### src/ffha_pkg.sv
// Package for the first-fit heap allocator: payload types, opcodes, status codes.
// Used by every module under src.
`timescale 1ns / 1ps
package ffha_pkg;

    localparam int MAX_SEGMENTS_DEF = 64;
    localparam int HEADER_BYTES_DEF = 24;
    localparam int ALIGN_BYTES_DEF  = 16;

    localparam logic [31:0] RESET_BASE  = 32'h0020_0000;
    localparam logic [31:0] RESET_BYTES = 32'h03F0_0000 - 32'h0020_0000;

    localparam logic [1:0] OP_ALLOC = 2'd0;
    localparam logic [1:0] OP_FREE  = 2'd1;
    localparam logic [1:0] OP_INIT  = 2'd2;

    localparam logic [2:0] ST_OK       = 3'd0;
    localparam logic [2:0] ST_ZERO     = 3'd1;
    localparam logic [2:0] ST_OVERFLOW = 3'd2;
    localparam logic [2:0] ST_NO_FIT   = 3'd3;
    localparam logic [2:0] ST_NOT_BLK  = 3'd4;
    localparam logic [2:0] ST_DBL_FREE = 3'd5;
    localparam logic [2:0] ST_IGNORED  = 3'd6;

    localparam logic CFG_HEAP_BASE  = 1'b0;
    localparam logic CFG_HEAP_BYTES = 1'b1;

    typedef struct packed {
        logic [1:0]  opcode;
        logic [31:0] request_bytes;
        logic [31:0] release_addr;
    } ffha_in_t;

    typedef struct packed {
        logic [2:0]  status;
        logic [31:0] data_addr;
        logic [31:0] used_bytes;
        logic [31:0] alloc_total;
        logic [31:0] free_total;
        logic [6:0]  free_segs;
    } ffha_out_t;

endpackage

### src/ffha_seg_table.sv
// Segment table memory: start, size and used flag per entry; one read, one write port.
// Depends on ffha_pkg.
`timescale 1ns / 1ps
module ffha_seg_table
    import ffha_pkg::*;
#(
    parameter int MAX_SEGMENTS = MAX_SEGMENTS_DEF,
    localparam int IW = $clog2(MAX_SEGMENTS)
)
(
    input  logic          clk,
    input  logic [IW-1:0] raddr,
    output logic [31:0]   rstart,
    output logic [31:0]   rsize,
    output logic          rused,
    input  logic          we,
    input  logic [IW-1:0] waddr,
    input  logic [31:0]   wstart,
    input  logic [31:0]   wsize,
    input  logic          wused
);

    logic [64:0] mem [MAX_SEGMENTS];

    always_ff @(posedge clk)
    begin
        if (we)
        begin
            mem[waddr] <= {wused, wsize, wstart};
        end
        {rused, rsize, rstart} <= mem[raddr];
    end

endmodule

### config.mk
export PLATFORM = sky130hd
export DESIGN_NAME = ffha_seg_table
export DESIGN_NICKNAME = d
export VERILOG_FILES = /design/src/ffha_pkg.sv /design/src/ffha_seg_table.sv
export SDC_FILE = /design/constraint.sdc
export NUM_CORES = 2
export LEC_CHECK = 0
export CAP_MARGIN = 10
export CORE_AREA = 8 8 590 592
export DETAILED_ROUTE_END_ITERATION = 8
export DIE_AREA = 0 0 598 600
export DONT_BUFFER_PORTS = 1
export PLACE_DENSITY = 0.69
export SETUP_SLACK_MARGIN = 0.2
export SKIP_LAST_GASP = 1
export SLEW_MARGIN = 20
export SYNTH_ARGS = -nofsm -noshare
export SYNTH_HDL_FRONTEND = slang
export SYNTH_MEMORY_MAX_BITS = 65536
export SYNTH_SLANG_ARGS = --single-unit
### constraint.sdc
create_clock -name clk -period 9.6 [get_ports clk]
set_input_delay 1.92 -clock clk [delete_from_list [all_inputs] [get_ports clk]]
set_output_delay 1.92 -clock clk [all_outputs]
set_load 0.01 [all_outputs]
==> impl_metrics.env <==
export IMPL_fp_dieH_um=600
export IMPL_cts_setup_buffers=0
export IMPL_crit_type="in2reg"
export IMPL_first_pass_iters=9
export IMPL_synth_top_family_by_area="multiplexers"
export IMPL_required_ns=10.33
export IMPL_clk_latency_ns=0.97
export IMPL_finalSetupViolCount=0
export IMPL_cts_root_buf="clkbuf_16"
export IMPL_totalWireLength_um=451000
export IMPL_core_um2=338000
export IMPL_violations="DRC"
export IMPL_pwr_density_cell_nw_per_um2=212
export IMPL_max_freq_mhz=169
export IMPL_peakVddDrop_uv=152
export IMPL_slew_viol_final=0
export IMPL_final_common_cell="edfxtp_1"
export IMPL_synth_main_ff_cell="edfxtp_1"
export IMPL_hold_class="reg2reg"
export IMPL_path_buf_inv=5
export IMPL_outcome="finished, violations left"
export IMPL_period_minus_slack_ns=5.93
export IMPL_synthAdderAreaFrac=0
export IMPL_drv_cap=0
export IMPL_dr_total_vias=77800
export IMPL_synth_compound_area_frac=0.0272
export IMPL_r2r_cells=4
export IMPL_cts_hold_buf=0
export IMPL_ff_latch_area_um2=126000
export IMPL_path_delay_family="buffers and inverters"
export IMPL_fin_worst_skew_ns=0.0494
export IMPL_drt_iter0_markers=13900
export IMPL_grt_antenna_before_repair=13
export IMPL_routabilityCongestion=0.773
export IMPL_crit_slowest_cell="o22ai_1"
export IMPL_dieArea_um2=359000
export IMPL_utilization=0.526
export IMPL_layout_common_cells="4160 x edfxtp_1, 1040 x mux4_2, 422 x clkbuf_16, 260 x a22oi_1, 145 x buf_4"
export IMPL_grt_pass1_vias=76800
export IMPL_clk_pin_slew_worst_paths_ns=0.06
export IMPL_synth_distinct_cells=27
export IMPL_synth_seq_cells=4225
export IMPL_cp_num_cells=9
export IMPL_ant_nets=0
export IMPL_syn_num_nets=6685
export IMPL_grt_pass1_wl_um=618000
export IMPL_postSynthAreaPerCell_um2=24.0
export IMPL_cts_buffers=416
export IMPL_tns_ns=0
export IMPL_cp_max_fo=127
export IMPL_crit_top_cell="buf_16"
export IMPL_hold_viol=0
export IMPL_drive_above_1_share=0.265
export IMPL_clockBufferDepth=4
export IMPL_yosys_area_share_xor_xnor=0
export IMPL_leakage_nw=54.6
export IMPL_synth_edf_count=4160
export IMPL_fin_total_pwr_mw=37.7
export IMPL_io_buffers=0
export IMPL_fillers=25200
export IMPL_synthToLayoutAreaGrowth_pct=12.4
export IMPL_multi_input_area_um2=30800
export IMPL_worst_path_largest_cell_delay_ns=0.72
export IMPL_num_io_pins=144
export IMPL_h_tree_depth=5
export IMPL_postSynth_asyncResetShare=0
export IMPL_ctsResizeCount=0
export IMPL_cp_start_kind="input port"
export IMPL_seq_area_frac_synth=0.797
export IMPL_rsz0062_at_grt="false"
export IMPL_cts_num_sinks=4225
export IMPL_grt_ovfl_total=0
export IMPL_die_w_um=598
export IMPL_wl_per_cell_um=38.5
export IMPL_synth_warning_count=0
export IMPL_viasPerCell=6.63
export IMPL_drc=1
export IMPL_muxShareOfSynthArea=0.154
export IMPL_initial_core_util=0.468
export IMPL_fin_crit_sh=0.618
export IMPL_end_kind="flop"
export IMPL_yosys_area_share_simple=0.00911
export IMPL_crit_arrival_ns=6.66
export IMPL_grt_usage=0.246
export IMPL_rows=214
export IMPL_instances_no_fill=11700
export IMPL_crit_chain="buf_16 > buf_16 > buf_16 > buf_16 > buf_16 > mux4_2 > o22ai_1 > a211oi_1 > o211a_1"
export IMPL_hold_depth=4
export IMPL_grt_max_degree=357
export IMPL_netlist_instances=6606
export IMPL_dp_hpwl_um=230000
export IMPL_tightestPinTransition_ns=1.28
export IMPL_fin_nets=6917
export IMPL_place_inst=10900
export IMPL_syn_cell_area_um2=158000
export IMPL_cts_tree="done"
export IMPL_relSlewSlack=0.146
-- synth_stat cells (2+ instances only) --
cell type / instances / area share
a211oi_1: 65 / 0.0031
a22oi_1: 260 / 0.012
and2_1: 3 / 0.00012
buf_1: 18 / 0.00043
buf_2: 186 / 0.0059
buf_4: 37 / 0.0018
buf_6: 16 / 0.0011
clkbuf_1: 120 / 0.0028
dfxtp_1: 65 / 0.0082
edfxtp_1: 4160 / 0.79
mux2i_1: 103 / 0.0065
mux4_2: 1040 / 0.15
nand2_1: 8 / 0.00019
nand2b_1: 9 / 0.00036
nand3_1: 115 / 0.0036
nand3b_1: 25 / 0.0012
nand4_1: 2 / 0.000079
nor2_1: 112 / 0.0027
nor2b_1: 9 / 0.00036
nor3_1: 2 / 0.000063
o211a_1: 65 / 0.0041
o221ai_1: 46 / 0.0025
o22ai_1: 130 / 0.0051
or2_2: 2 / 0.000079
or3_1: 3 / 0.00012
or3b_2: 4 / 0.00022
-- stage by stage --
stage,cell area [µm²],hold slack [ns],setup slack (ns)
after floorplan,158000,0.780,2.17
after global placement,164000,0.815,3.42
after detailed placement,165000,0.823,2.82
after CTS,178000,0.832,3.83
after global routing,178000,0.869,3.60
final,178000,0.831,3.67
-- worst paths after layout --
path	startpoint	to	slack [ns]
worst min register to register	mem[60][63]$_DFFE_PP_	rsize[31]$_DFF_P_	0.83
worst max register to register	mem[5][29]$_DFFE_PP_	rstart[29]$_DFF_P_	7.20
worst max-delay path	raddr[1]	rstart[29]$_DFF_P_	3.67
worst min-delay path	mem[60][63]$_DFFE_PP_	rsize[31]$_DFF_P_	0.83
-- sequential cells by signal, summed over array words and instances (netlist names) --
register  cells
rsize        32
rstart       32
mem        4160
rused         1
-- area by class of cell --
cell class	instances	area share
clock inverters	231	0.0115
repair buffers	191	0.0124
diodes	12	0.000169
clock buffers	526	0.0622
flip-flops and latches	4225	0.709
well taps	4536	0.0319
multi-input cells	2004	0.173
-- kinds of logic after synthesis --
kind of cell	count (synthesis)
AO/OA/AOI/OAI	566
buffers and inverters	377
flip-flops	4225
multiplexers	1143
AND/OR/NAND/NOR	295
-- metal layers --
metal / routed length (µm) / vias to the layer above / global-route usage
met2: 209000 / 6021 / 0.382
met4: 19900 / 6 / 0.0983
met5: 322 / - / 0
li1: - / 29200 / -
met1: 161000 / 41600 / 0.339
met3: 60800 / 947 / 0.0610
-- where the power goes --
group	leakage [nW]	total (mW)	internal (mW)	switching, mW
Clock	6.45	15.8	8.90	6.93
Sequential	38.0	20.5	20.4	0.115
Combinational	10.2	1.35	0.590	0.758
Total	54.6	37.7	29.9	7.80
-- worst min-delay path, stage by stage (launching register included) --
cell and delay, ns:
edfxtp_1 0.32, mux4_2 0.22, a22oi_1 0.07, nand3_1 0.09
o211a_1 0.14
Power figures use the tool's default switching activity.
